**src/ast_pkg.sv**
```systemverilog
// shared types, character codes and helpers for the assembly source tokenizer
`timescale 1ns / 1ps

package ast_pkg;

    localparam int NEST_BITS_DEF = 8;
    localparam int SLOTS         = 4;
    localparam int SLOT_IDX_W    = $clog2(SLOTS);
    localparam int CNT_W         = $clog2(SLOTS + 1);
    localparam int FIFO_DEPTH    = 4;

    localparam logic [7:0] CH_LBRACK = 8'h5B;
    localparam logic [7:0] CH_RBRACK = 8'h5D;
    localparam logic [7:0] CH_COMMA  = 8'h2C;
    localparam logic [7:0] CH_COLON  = 8'h3A;
    localparam logic [7:0] CH_QUOTE  = 8'h22;
    localparam logic [7:0] CH_LPAREN = 8'h28;
    localparam logic [7:0] CH_RPAREN = 8'h29;
    localparam logic [7:0] CH_BSLASH = 8'h5C;
    localparam logic [7:0] CH_SLASH  = 8'h2F;
    localparam logic [7:0] CH_NL     = 8'h0A;
    localparam logic [7:0] CH_CR     = 8'h0D;
    localparam logic [7:0] CH_TAB    = 8'h09;
    localparam logic [7:0] CH_VT     = 8'h0B;
    localparam logic [7:0] CH_FF     = 8'h0C;
    localparam logic [7:0] CH_SPACE  = 8'h20;

    localparam logic KIND_CHAR = 1'b0;
    localparam logic KIND_END  = 1'b1;

    typedef enum logic [1:0] {
        MODE_PLAIN   = 2'd0,
        MODE_BLOCK   = 2'd1,
        MODE_COMMENT = 2'd2
    } ast_mode_t;

    typedef struct packed {
        logic [7:0] character;
        logic       final_req;
    } ast_in_t;

    typedef struct packed {
        logic       kind;
        logic [7:0] token_char;
        logic       last;
    } ast_out_t;

    typedef struct packed {
        ast_out_t [SLOTS-1:0] slot;
        logic [CNT_W-1:0]     count;
    } ast_group_t;

    typedef struct packed {
        logic push;
        logic pop;
    } ast_fifo_ctl_t;

    function automatic logic ast_is_blank(logic [7:0] c);
        return c == CH_NL || c == CH_CR || c == CH_TAB || c == CH_VT ||
               c == CH_SPACE || c == CH_FF;
    endfunction

    function automatic logic ast_is_single(logic [7:0] c);
        return c == CH_LBRACK || c == CH_RBRACK || c == CH_COMMA || c == CH_COLON;
    endfunction

    function automatic ast_group_t ast_put(ast_group_t g, logic kind, logic [7:0] ch);
        ast_group_t r;
        r = g;
        if (r.count < CNT_W'(SLOTS)) begin
            r.slot[r.count[SLOT_IDX_W-1:0]].kind       = kind;
            r.slot[r.count[SLOT_IDX_W-1:0]].token_char = ch;
            r.slot[r.count[SLOT_IDX_W-1:0]].last       = 1'b0;
            r.count = r.count + CNT_W'(1);
        end
        return r;
    endfunction

endpackage

```
**src/ast_lexer.sv**
```systemverilog
// tokenizer state registers and single-pass next-state and result group logic
`timescale 1ns / 1ps

module ast_lexer #(
    parameter int NEST_BITS = ast_pkg::NEST_BITS_DEF
) (
    input  logic                aclk,
    input  logic                aresetn,
    input  logic                advance,
    input  ast_pkg::ast_in_t    item,
    output ast_pkg::ast_group_t group
);

    ast_pkg::ast_mode_t   mode_reg, mode_next;
    logic                 quote_reg, quote_next;
    logic [NEST_BITS-1:0] nest_reg, nest_next;
    logic                 open_reg, open_next;
    logic                 skip_reg, skip_next;
    logic                 slash_reg, slash_next;

    always_ff @(posedge aclk) begin
        if (!aresetn) begin
            mode_reg  <= ast_pkg::MODE_PLAIN;
            quote_reg <= 1'b0;
            nest_reg  <= '0;
            open_reg  <= 1'b0;
            skip_reg  <= 1'b0;
            slash_reg <= 1'b0;
        end else if (advance) begin
            mode_reg  <= mode_next;
            quote_reg <= quote_next;
            nest_reg  <= nest_next;
            open_reg  <= open_next;
            skip_reg  <= skip_next;
            slash_reg <= slash_next;
        end
    end

    always_comb begin
        ast_pkg::ast_group_t g;
        logic [7:0]          c;
        logic                consumed;
        g          = '0;
        c          = item.character;
        consumed   = 1'b0;
        mode_next  = mode_reg;
        quote_next = quote_reg;
        nest_next  = nest_reg;
        open_next  = open_reg;
        skip_next  = skip_reg;
        slash_next = slash_reg;

        if (skip_reg) begin
            skip_next = 1'b0;
        end else if (mode_reg == ast_pkg::MODE_BLOCK) begin
            if (quote_reg) begin
                if (c == ast_pkg::CH_QUOTE) begin
                    g = ast_pkg::ast_put(g, ast_pkg::KIND_CHAR, c);
                    g = ast_pkg::ast_put(g, ast_pkg::KIND_END, 8'h00);
                    open_next = 1'b0;
                    mode_next = ast_pkg::MODE_PLAIN;
                end else if (c == ast_pkg::CH_BSLASH) begin
                    skip_next = 1'b1;
                end else begin
                    g = ast_pkg::ast_put(g, ast_pkg::KIND_CHAR, c);
                    open_next = 1'b1;
                end
            end else begin
                g = ast_pkg::ast_put(g, ast_pkg::KIND_CHAR, c);
                open_next = 1'b1;
                if (c == ast_pkg::CH_LPAREN) begin
                    if (nest_reg != '1) begin
                        nest_next = nest_reg + NEST_BITS'(1);
                    end
                end else if (c == ast_pkg::CH_RPAREN) begin
                    if (nest_reg != '0) begin
                        nest_next = nest_reg - NEST_BITS'(1);
                    end
                    if (nest_next == '0) begin
                        g = ast_pkg::ast_put(g, ast_pkg::KIND_END, 8'h00);
                        open_next = 1'b0;
                        mode_next = ast_pkg::MODE_PLAIN;
                    end
                end
            end
        end else if (mode_reg == ast_pkg::MODE_COMMENT) begin
            if (c == ast_pkg::CH_NL) begin
                mode_next = ast_pkg::MODE_PLAIN;
                if (open_reg) begin
                    g = ast_pkg::ast_put(g, ast_pkg::KIND_END, 8'h00);
                end
                open_next = 1'b0;
            end
        end else begin
            mode_next = ast_pkg::MODE_PLAIN;
            if (slash_reg) begin
                slash_next = 1'b0;
                if (c == ast_pkg::CH_SLASH) begin
                    mode_next = ast_pkg::MODE_COMMENT;
                    consumed  = 1'b1;
                end else begin
                    g = ast_pkg::ast_put(g, ast_pkg::KIND_CHAR, ast_pkg::CH_SLASH);
                    open_next = 1'b1;
                end
            end
            if (!consumed) begin
                if (ast_pkg::ast_is_blank(c)) begin
                    if (open_next) begin
                        g = ast_pkg::ast_put(g, ast_pkg::KIND_END, 8'h00);
                    end
                    open_next = 1'b0;
                end else if (c == ast_pkg::CH_BSLASH) begin
                    skip_next = 1'b1;
                end else if (c == ast_pkg::CH_QUOTE) begin
                    g = ast_pkg::ast_put(g, ast_pkg::KIND_CHAR, c);
                    open_next  = 1'b1;
                    mode_next  = ast_pkg::MODE_BLOCK;
                    quote_next = 1'b1;
                end else if (c == ast_pkg::CH_LPAREN) begin
                    g = ast_pkg::ast_put(g, ast_pkg::KIND_CHAR, c);
                    open_next  = 1'b1;
                    mode_next  = ast_pkg::MODE_BLOCK;
                    quote_next = 1'b0;
                    nest_next  = NEST_BITS'(1);
                end else if (ast_pkg::ast_is_single(c)) begin
                    if (open_next) begin
                        g = ast_pkg::ast_put(g, ast_pkg::KIND_END, 8'h00);
                    end
                    g = ast_pkg::ast_put(g, ast_pkg::KIND_CHAR, c);
                    g = ast_pkg::ast_put(g, ast_pkg::KIND_END, 8'h00);
                    open_next = 1'b0;
                end else if (c == ast_pkg::CH_SLASH) begin
                    slash_next = 1'b1;
                end else begin
                    g = ast_pkg::ast_put(g, ast_pkg::KIND_CHAR, c);
                    open_next = 1'b1;
                end
            end
        end

        // end of text: flush held slash and open token, back to reset state
        if (item.final_req) begin
            if (slash_next) begin
                g = ast_pkg::ast_put(g, ast_pkg::KIND_CHAR, ast_pkg::CH_SLASH);
                open_next = 1'b1;
            end
            if (open_next) begin
                g = ast_pkg::ast_put(g, ast_pkg::KIND_END, 8'h00);
            end
            mode_next  = ast_pkg::MODE_PLAIN;
            quote_next = 1'b0;
            nest_next  = '0;
            open_next  = 1'b0;
            skip_next  = 1'b0;
            slash_next = 1'b0;
        end

        if (g.count != '0) begin
            g.slot[ast_pkg::SLOT_IDX_W'(g.count - ast_pkg::CNT_W'(1))].last = 1'b1;
        end
        group = g;
    end

endmodule

```
**src/ast_group_fifo.sv**
```systemverilog
// small register queue of result groups between the lexer and the output drain
`timescale 1ns / 1ps

module ast_group_fifo (
    input  logic                  aclk,
    input  logic                  aresetn,
    input  ast_pkg::ast_fifo_ctl_t ctl_in,
    input  ast_pkg::ast_group_t   wr_data,
    output logic                  full,
    output logic                  empty,
    output ast_pkg::ast_group_t   rd_data
);

    localparam int DEPTH = ast_pkg::FIFO_DEPTH;
    localparam int PTR_W = (DEPTH > 1) ? $clog2(DEPTH) : 1;
    localparam int CNT_W = $clog2(DEPTH + 1);

    ast_pkg::ast_group_t mem_reg [DEPTH];
    logic [PTR_W-1:0]    wr_ptr_reg, wr_ptr_next;
    logic [PTR_W-1:0]    rd_ptr_reg, rd_ptr_next;
    logic [CNT_W-1:0]    count_reg, count_next;

    function automatic logic [PTR_W-1:0] ptr_inc(logic [PTR_W-1:0] p);
        if (p == PTR_W'(DEPTH - 1)) begin
            return '0;
        end
        return p + PTR_W'(1);
    endfunction

    assign full    = (count_reg == CNT_W'(DEPTH));
    assign empty   = (count_reg == '0);
    assign rd_data = mem_reg[rd_ptr_reg];

    always_comb begin
        wr_ptr_next = wr_ptr_reg;
        rd_ptr_next = rd_ptr_reg;
        count_next  = count_reg;
        if (ctl_in.push) begin
            wr_ptr_next = ptr_inc(wr_ptr_reg);
        end
        if (ctl_in.pop) begin
            rd_ptr_next = ptr_inc(rd_ptr_reg);
        end
        if (ctl_in.push && !ctl_in.pop) begin
            count_next = count_reg + CNT_W'(1);
        end else if (!ctl_in.push && ctl_in.pop) begin
            count_next = count_reg - CNT_W'(1);
        end
    end

    always_ff @(posedge aclk) begin
        if (!aresetn) begin
            wr_ptr_reg <= '0;
            rd_ptr_reg <= '0;
            count_reg  <= '0;
        end else begin
            wr_ptr_reg <= wr_ptr_next;
            rd_ptr_reg <= rd_ptr_next;
            count_reg  <= count_next;
        end
    end

    always_ff @(posedge aclk) begin
        if (ctl_in.push) begin
            mem_reg[wr_ptr_reg] <= wr_data;
        end
    end

endmodule

```
**src/assembly_source_tokenizer.sv**
```systemverilog
// top level: input register, lexer, result group queue and output word drain
// path: a word is taken into the input register, its results are written into the queue
// and the first result word is offered from the queue head
// throughput, with m_ready high: one input word per cycle if each yields at most one
// result; output drains one result per cycle, up to four per word, via a 4-deep queue
// reset: synchronous active-low aresetn clears lexer state, queue and handshakes
`timescale 1ns / 1ps

module assembly_source_tokenizer #(
    parameter int NEST_BITS = ast_pkg::NEST_BITS_DEF
) (
    input  logic              aclk,
    input  logic              aresetn,
    input  logic              s_valid,
    output logic              s_ready,
    input  ast_pkg::ast_in_t  s_data,
    output logic              m_valid,
    input  logic              m_ready,
    output ast_pkg::ast_out_t m_data
);

    logic                       in_valid_reg, in_valid_next;
    ast_pkg::ast_in_t           in_item_reg;
    logic                       advance;
    ast_pkg::ast_group_t        group;
    ast_pkg::ast_group_t        head;
    ast_pkg::ast_fifo_ctl_t     fifo_ctl;
    logic                       fifo_full;
    logic                       fifo_empty;
    logic [ast_pkg::SLOT_IDX_W-1:0] idx_reg, idx_next;
    logic                       head_done;

    assign advance = in_valid_reg && !fifo_full;
    assign s_ready = !in_valid_reg || advance;

    always_comb begin
        in_valid_next = in_valid_reg;
        if (s_valid && s_ready) begin
            in_valid_next = 1'b1;
        end else if (advance) begin
            in_valid_next = 1'b0;
        end
    end

    always_ff @(posedge aclk) begin
        if (!aresetn) begin
            in_valid_reg <= 1'b0;
        end else begin
            in_valid_reg <= in_valid_next;
        end
    end

    always_ff @(posedge aclk) begin
        if (s_valid && s_ready) begin
            in_item_reg <= s_data;
        end
    end

    ast_lexer #(
        .NEST_BITS(NEST_BITS)
    ) u_lexer (
        .aclk    (aclk),
        .aresetn (aresetn),
        .advance (advance),
        .item    (in_item_reg),
        .group   (group)
    );

    assign head_done = ({1'b0, idx_reg} == (head.count - ast_pkg::CNT_W'(1)));

    always_comb begin
        fifo_ctl.push = advance && (group.count != '0);
        fifo_ctl.pop  = m_valid && m_ready && head_done;
    end

    ast_group_fifo u_fifo (
        .aclk    (aclk),
        .aresetn (aresetn),
        .ctl_in  (fifo_ctl),
        .wr_data (group),
        .full    (fifo_full),
        .empty   (fifo_empty),
        .rd_data (head)
    );

    assign m_valid = !fifo_empty;
    assign m_data  = head.slot[idx_reg];

    always_comb begin
        idx_next = idx_reg;
        if (m_valid && m_ready) begin
            if (head_done) begin
                idx_next = '0;
            end else begin
                idx_next = idx_reg + ast_pkg::SLOT_IDX_W'(1);
            end
        end
    end

    always_ff @(posedge aclk) begin
        if (!aresetn) begin
            idx_reg <= '0;
        end else begin
            idx_reg <= idx_next;
        end
    end

`ifndef SYNTH
    // queued groups always carry at least one word
    a_head_nonempty: assert property (@(posedge aclk) disable iff (!aresetn)
        m_valid |-> (head.count != '0))
        else $error("empty result group in queue");

    // word index stays inside the head group
    a_idx_in_range: assert property (@(posedge aclk) disable iff (!aresetn)
        m_valid |-> ({1'b0, idx_reg} < head.count))
        else $error("result index past end of group");

    // last flag marks exactly the final word of a group
    a_last_flag: assert property (@(posedge aclk) disable iff (!aresetn)
        m_valid |-> (m_data.last == head_done))
        else $error("last flag out of place");

    // a full queue holds the pending input word
    a_stall_holds: assert property (@(posedge aclk) disable iff (!aresetn)
        (in_valid_reg && fifo_full) |=> in_valid_reg)
        else $error("input word lost while queue full");
`endif

endmodule
```
**config.mk**
```make
export PLATFORM = sky130hd
export DESIGN_NAME = assembly_source_tokenizer
export DESIGN_NICKNAME = d
export VERILOG_FILES = /design/src/ast_pkg.sv /design/src/ast_lexer.sv /design/src/ast_group_fifo.sv /design/src/assembly_source_tokenizer.sv
export SDC_FILE = /design/constraint.sdc
export NUM_CORES = 1
export LEC_CHECK = 0
export ABC_AREA = 0
export BUFFER_PORTS_ARGS = -buffer_cell sky130_fd_sc_hd__buf_2
export CAP_MARGIN = 20
export CORE_MARGIN = 8
export CORE_UTILIZATION = 57
export CTS_BUF_LIST = sky130_fd_sc_hd__clkbuf_16
export CTS_CLUSTER_SIZE = 20
export DETAILED_ROUTE_END_ITERATION = 8
export GPL_ROUTABILITY_DRIVEN = 0
export PLACE_DENSITY = 0.81
export SYNTH_ARGS = -nofsm -noshare
export SYNTH_HDL_FRONTEND = slang
export SYNTH_SLANG_ARGS = --single-unit
```
**constraint.sdc**
```tcl
create_clock -name aclk -period 6.1 [get_ports aclk]
set_input_delay 0 -clock aclk [delete_from_list [all_inputs] [get_ports aclk]]
set_output_delay 0 -clock aclk [all_outputs]
set_load 0.02 [all_outputs]
```
Yosys cells after proc, flatten, opt, wreduce, memory -nomap -nowiden. Memory sizes are Yosys's and may differ from the RTL's. A register that Yosys moved wholly into a read port is not among the register bits. Cells that the tools add are included.

Add/subtract/negate cells: 16. Multipliers: 0. Div/mod/pow operators: 0. Magnitude comparators: 24. Equality and inequality tests: 40. Shift operators: 0. Mux-type cells: 244. Bitwise logic cells: 0. Reductions and logical operators: 41.

Operators with widths (count): 43-bit two-way mux (51); 40-bit bitwise mux (25); 10-bit demux with 2-bit select (22); 8-bit two-way mux (19); 13-bit two-way mux (8); 10-bit two-way mux (9); 1-bit two-way mux (74); 9-bit two-way mux (7); 8-bit by 6-bit equality test with 1-bit output (second input constant) (7); 2-bit two-way mux (24); 8-bit by 4-bit equality test with 1-bit output (second input constant) (5); 40-bit two-way mux (1); 2-bit by 3-bit less-than comparator with 1-bit output (second input constant) (9); 3-bit by 1-bit adder with 3-bit output (second input constant) (8); 8-bit by 7-bit equality test with 1-bit output (second input constant) (3); 3-bit less-than comparator (second input constant) (7); 10-bit binary-select mux with 2-bit select (1); 2-bit by 1-bit >= comparator with 1-bit output (second input constant) (8); 4-bit by 3-bit inequality test with 1-bit output (second input constant) (4); 1-bit logical AND (15); 3-bit by 2-bit inequality test with 1-bit output (second input constant) (5); 12-bit two-way mux (1); 2-bit inequality test (second input constant) (6); 3-bit nonzero test (4); 22 further kinds (42).

Flip-flop bits (word level): 33. Bits in latches: 0. RAM bits: 172. Memory bits (read-only): 0. Input bits: 13. Memories kept: 1.

Memory list: u_fifo.mem_reg (depth 4, width 43, rd ports 1, clocked after Yosys merged registers in 1, wr ports 1, line ast_group_fifo.sv:18) `ast_pkg::ast_group_t mem_reg [DEPTH];`.

Logic depth before layout (Yosys ltp).
Depth after elaboration: 85. Mapped depth: 25. Mapped depth without buffers: 24.

By module. A second synthesis with hierarchy kept.

Cell total of the unflattened synthesis: 721. Area, all modules: 10121.0 sq um.

Modules (own cells, without submodules): ast_group_fifo (times used 1, cells an instance 269, area each 6717.7 sq um); ast_lexer (times used 1, cells an instance 400, area each 2622.5 sq um); assembly_source_tokenizer (times used 1, cells an instance 52, area each 780.7 sq um).

Least setup slack after synthesis. No wires, ideal clock.

Kind: flip-flop to flip-flop. Start: register in_item_reg[5] in the netlist's numbering. End: memory u_fifo.mem_reg[3][0] in the netlist's numbering (enable). Setup time: 0.405 ns. Arrival time: 5.495 ns. Required time: 5.695 ns. Path slack: 0.200 ns. Cell stages (with the launch flop): 20. Buffers on the path: 1. Clock period less this slack: 5.900 ns. Cells stage by stage: edfxtp_1 buf_2 nor4b_2 a21oi_1 or2_2 ha_1 o21a_1 o211ai_1 nor3b_1 a211oi_4 inv_1 ha_1 nand2_1 and2_1 ha_1 or3_1 nor3_1 nor3_2 a41oi_4 and2_1.

RTL lines: start, declared (line assembly_source_tokenizer.sv:23) `ast_pkg::ast_in_t in_item_reg;`; start signal, assigned (line assembly_source_tokenizer.sv:55) `in_item_reg <= s_data;`; end, declared (line ast_group_fifo.sv:18).

==> flow_summary.json <==
{
  "swShare": 0.238,
  "min_to": "in_item_reg[2]$_DFFE_PP_",
  "syn_area_per_cell_um2": 13.6,
  "synth-seq-cells": 207,
  "initial_core_util": 0.576,
  "p_int_uw": 2430,
  "holdPathStages": 2,
  "port_buffers": 24,
  "drv_slew": 0,
  "cts_buffers": 21,
  "hp-class": "in2reg",
  "largest_reg_flops": 172,
  "clk_latency_ns": 0.50,
  "status": "finished clean",
  "finalNonFillerCells": 1051,
  "critical_path_required_ns": 6.51,
  "drt_iter0_markers": 770,
  "synth_cell_types": 84,
  "n_antenna_cell": 0,
  "chipWidth_um": 150,
  "synthArstFlopShare": 0,
  "maxSlewHeadroom": 0.331,
  "die_h_um": 150,
  "htree_levels": 1,
  "antenna_found_initial": 0,
  "worstSetupStartpointType": "flop",
  "dp_slack_ns": 0.0246,
  "yosys_warnings": 0,
  "syn-instance-count": 752,
  "fin_skew_ns": 0.0214,
  "p_leak_uw": 0.00398,
  "crit_buf_inv": 2,
  "root_buffer": "clkbuf_16",
  "route.detailed.drc": 0,
  "crit_chain": "nor4b_4, a21oi_1, or2_2, ha_4, o21ai_0, a211oi_1, nor3b_1, a211oi_4, inv_1, ha_1, nand2_1, and2_1, ha_1, or3_1, nor3_1, nor3_2, a41oi_4, ha_2, inv_1, fa_1, xor2_1, or3_1, a21boi_0",
  "fin_crit_sh": 0.972,
  "finalHoldViolations": 0,
  "seq_area_frac_synth": 0.582,
  "powerDensity_nw_per_um2": 276,
  "layout_common_cells": "edfxtp_1, nand2_1, mux4_2",
  "grt_pass1_vias": 6634,
  "synth-edff-count": 181,
  "cts_tree": "yes",
  "crit_type": "reg2reg",
  "path_clk_slew_ns": 0.06,
  "cap_violations": 0,
  "core_area_um2": 17800,
  "fmax_mhz": 169,
  "critPathArrivalTime_ns": 6.35,
  "grt_pass1_wl_um": 35900,
  "cp_top_family": "simple AND/OR/NAND/NOR gates",
  "first_pass_iters": 5,
  "synthFlopType": "edfxtp_1",
  "synth_top_area_cell": "edfxtp_1",
  "setup_slack_ns": 0.168,
  "clock_power_share": 0.378,
  "final_nets": 842,
  "post-place-cells": 985,
  "crit_path_top_delay_cell": "edfxtp_1",
  "overflow": 0,
  "clock_sinks": 207,
  "avgRoutedWirePerCell_um": 21.4,
  "cts_max_path_buffers": 3,
  "switching_power_uw": 755,
  "combPwrFrac": 0.110,
  "critPathCaptureType": "flop",
  "area_growth_pct": 12.8,
  "rows": 49,
  "min_from": "s_data[2]",
  "drive_above_1_share": 0.208,
  "slowest_delay_ns": 0.52,
  "worst_pin_slew_ns": 1.00,
  "seqPwrFrac": 0.512,
  "vias": 6796,
  "netlist_area_um2": 10200,
  "final_common_cell": "edfxtp_1",
  "worst-r2r-setup-slack_ns": 0.17,
  "drt-total-wl_um": 22400,
  "regToRegStartpoint": "in_item_reg[8]$_DFFE_PP_",
  "vias_per_cell": 6.47,
  "finalSetupViolCount": 0,
  "r2r_cells": 23,
  "cp_max_fo": 7,
  "die_area_um2": 22500,
  "hpwl_um": 14400,
  "antenna_left": 0,
  "synth.top_cell.area_share": 0.531,
  "period_minus_slack_ns": 5.93,
  "worstReg2RegEnd": "u_fifo.count_reg[2]$_SDFFE_PN0P_",
  "peakVddDrop_v": 0.000173,
  "grt_util_all_layers": 0.201,
  "grt_max_degree": 44,
  "synth_area_leaders": "edfxtp_1, mux4_2, dfxtp_1, ha_1, nand2_1",
  "ioPinCount": 25
}
## area by class of cell
cell class	count	area, µm²
Fill cell	1250	6240
Sequential cell	207	5960
Multi-Input combinational cell	477	3990
Timing Repair Buffer	69	543
Clock buffer	21	526
Tap cell	229	287
Clock inverter	17	119
Inverter	31	116
## power groups by stage
stage	clock (µW)	combinational, µW	sequential [µW]
detailed placement	0	326	1660
finish	1200	350	1630
CTS	1220	339	1630
floorplan	0	258	1630
global placement	0	314	1650
global route	1270	381	1630
## worst max path at each step
stage | start | end | cells after the start
2_1_floorplan | in_item_reg[5]$_DFFE_PP_ | u_fifo.mem_reg[3][0]$_DFFE_PP_ | 19
3_3_place_gp | in_item_reg[5]$_DFFE_PP_ | u_fifo.count_reg[2]$_SDFFE_PN0P_ | 23
3_5_place_dp | in_item_reg[5]$_DFFE_PP_ | u_fifo.count_reg[2]$_SDFFE_PN0P_ | 23
4_1_cts | in_item_reg[5]$_DFFE_PP_ | u_fifo.count_reg[2]$_SDFFE_PN0P_ | 23
5_1_grt | in_item_reg[8]$_DFFE_PP_ | u_fifo.count_reg[2]$_SDFFE_PN0P_ | 23
6_report | in_item_reg[8]$_DFFE_PP_ | u_fifo.count_reg[2]$_SDFFE_PN0P_ | 23
## per-layer routing
| metal | vias to the layer above | wire length [µm] | global-route usage | share of wire |
|---|---|---|---|---|
| met3 | 82 | 1660 | 0.0314 | 0.074 |
| met1 | 3318 | 8880 | 0.264 | 0.40 |
| li1 | 3026 | - | - | - |
| met5 | - | 0 | 0 | 0 |
| met4 | 0 | 787 | 0.0760 | 0.035 |
| met2 | 370 | 11100 | 0.332 | 0.49 |
## metrics by stage
step / hold WS (ns) / utilization / TNS (ns) / cell area (µm²) / power [µW]
3_3_place_gp: 0.180 / 0.597 / 0 / 10600 / 1970
4_1_cts: 0.197 / 0.642 / 0 / 11400 / 3190
2_1_floorplan: 0.0989 / - / 0 / 10300 / 1890
5_1_grt: 0.206 / 0.649 / -0.0862 / 11500 / 3290
6_report: 0.205 / 0.649 / 0 / 11500 / 3180
3_5_place_dp: 0.179 / 0.597 / 0 / 10600 / 1990
## cell usage after synthesis (9+ instances only)
library cell  number
edfxtp_1         181
nand2_1           64
mux4_2            53
o21ai_0           35
nor2_1            34
inv_1             31
a21oi_1           29
dfxtp_1           26
clkbuf_1          22
ha_1              21
and2_1            19
nand3_1           18
nor3_1            15
a21boi_0          13
or3_1             13
buf_2              9
## repair_timing
action | 4_1_cts | 5_1_grt
resized for setup | 1 | 4
setup buffers | 0 | 14
gates cloned | 0 | 0
pin swaps | 0 | 3
endpoints found under the hold margin | 29 | 0
endpoints found under the setup margin | 1 | 1
hold buffers | 14 | 0
## cell families (layout without fill, tap and decap cells)
group	Yosys count	count (layout)	synth area share
DFF	207	207	0.582
and+or+nand+nor	227	227	0.121
buffers and inverters	75	138	0.0341
AOI/OAI and AO/OA	148	148	0.100
xor gates and xnor gates	12	12	0.0110
muxes	59	59	0.123
adders and majority gates	23	23	0.0286
other	1	8	0.000366
Note: power is estimated with default switching activity, not from simulation.
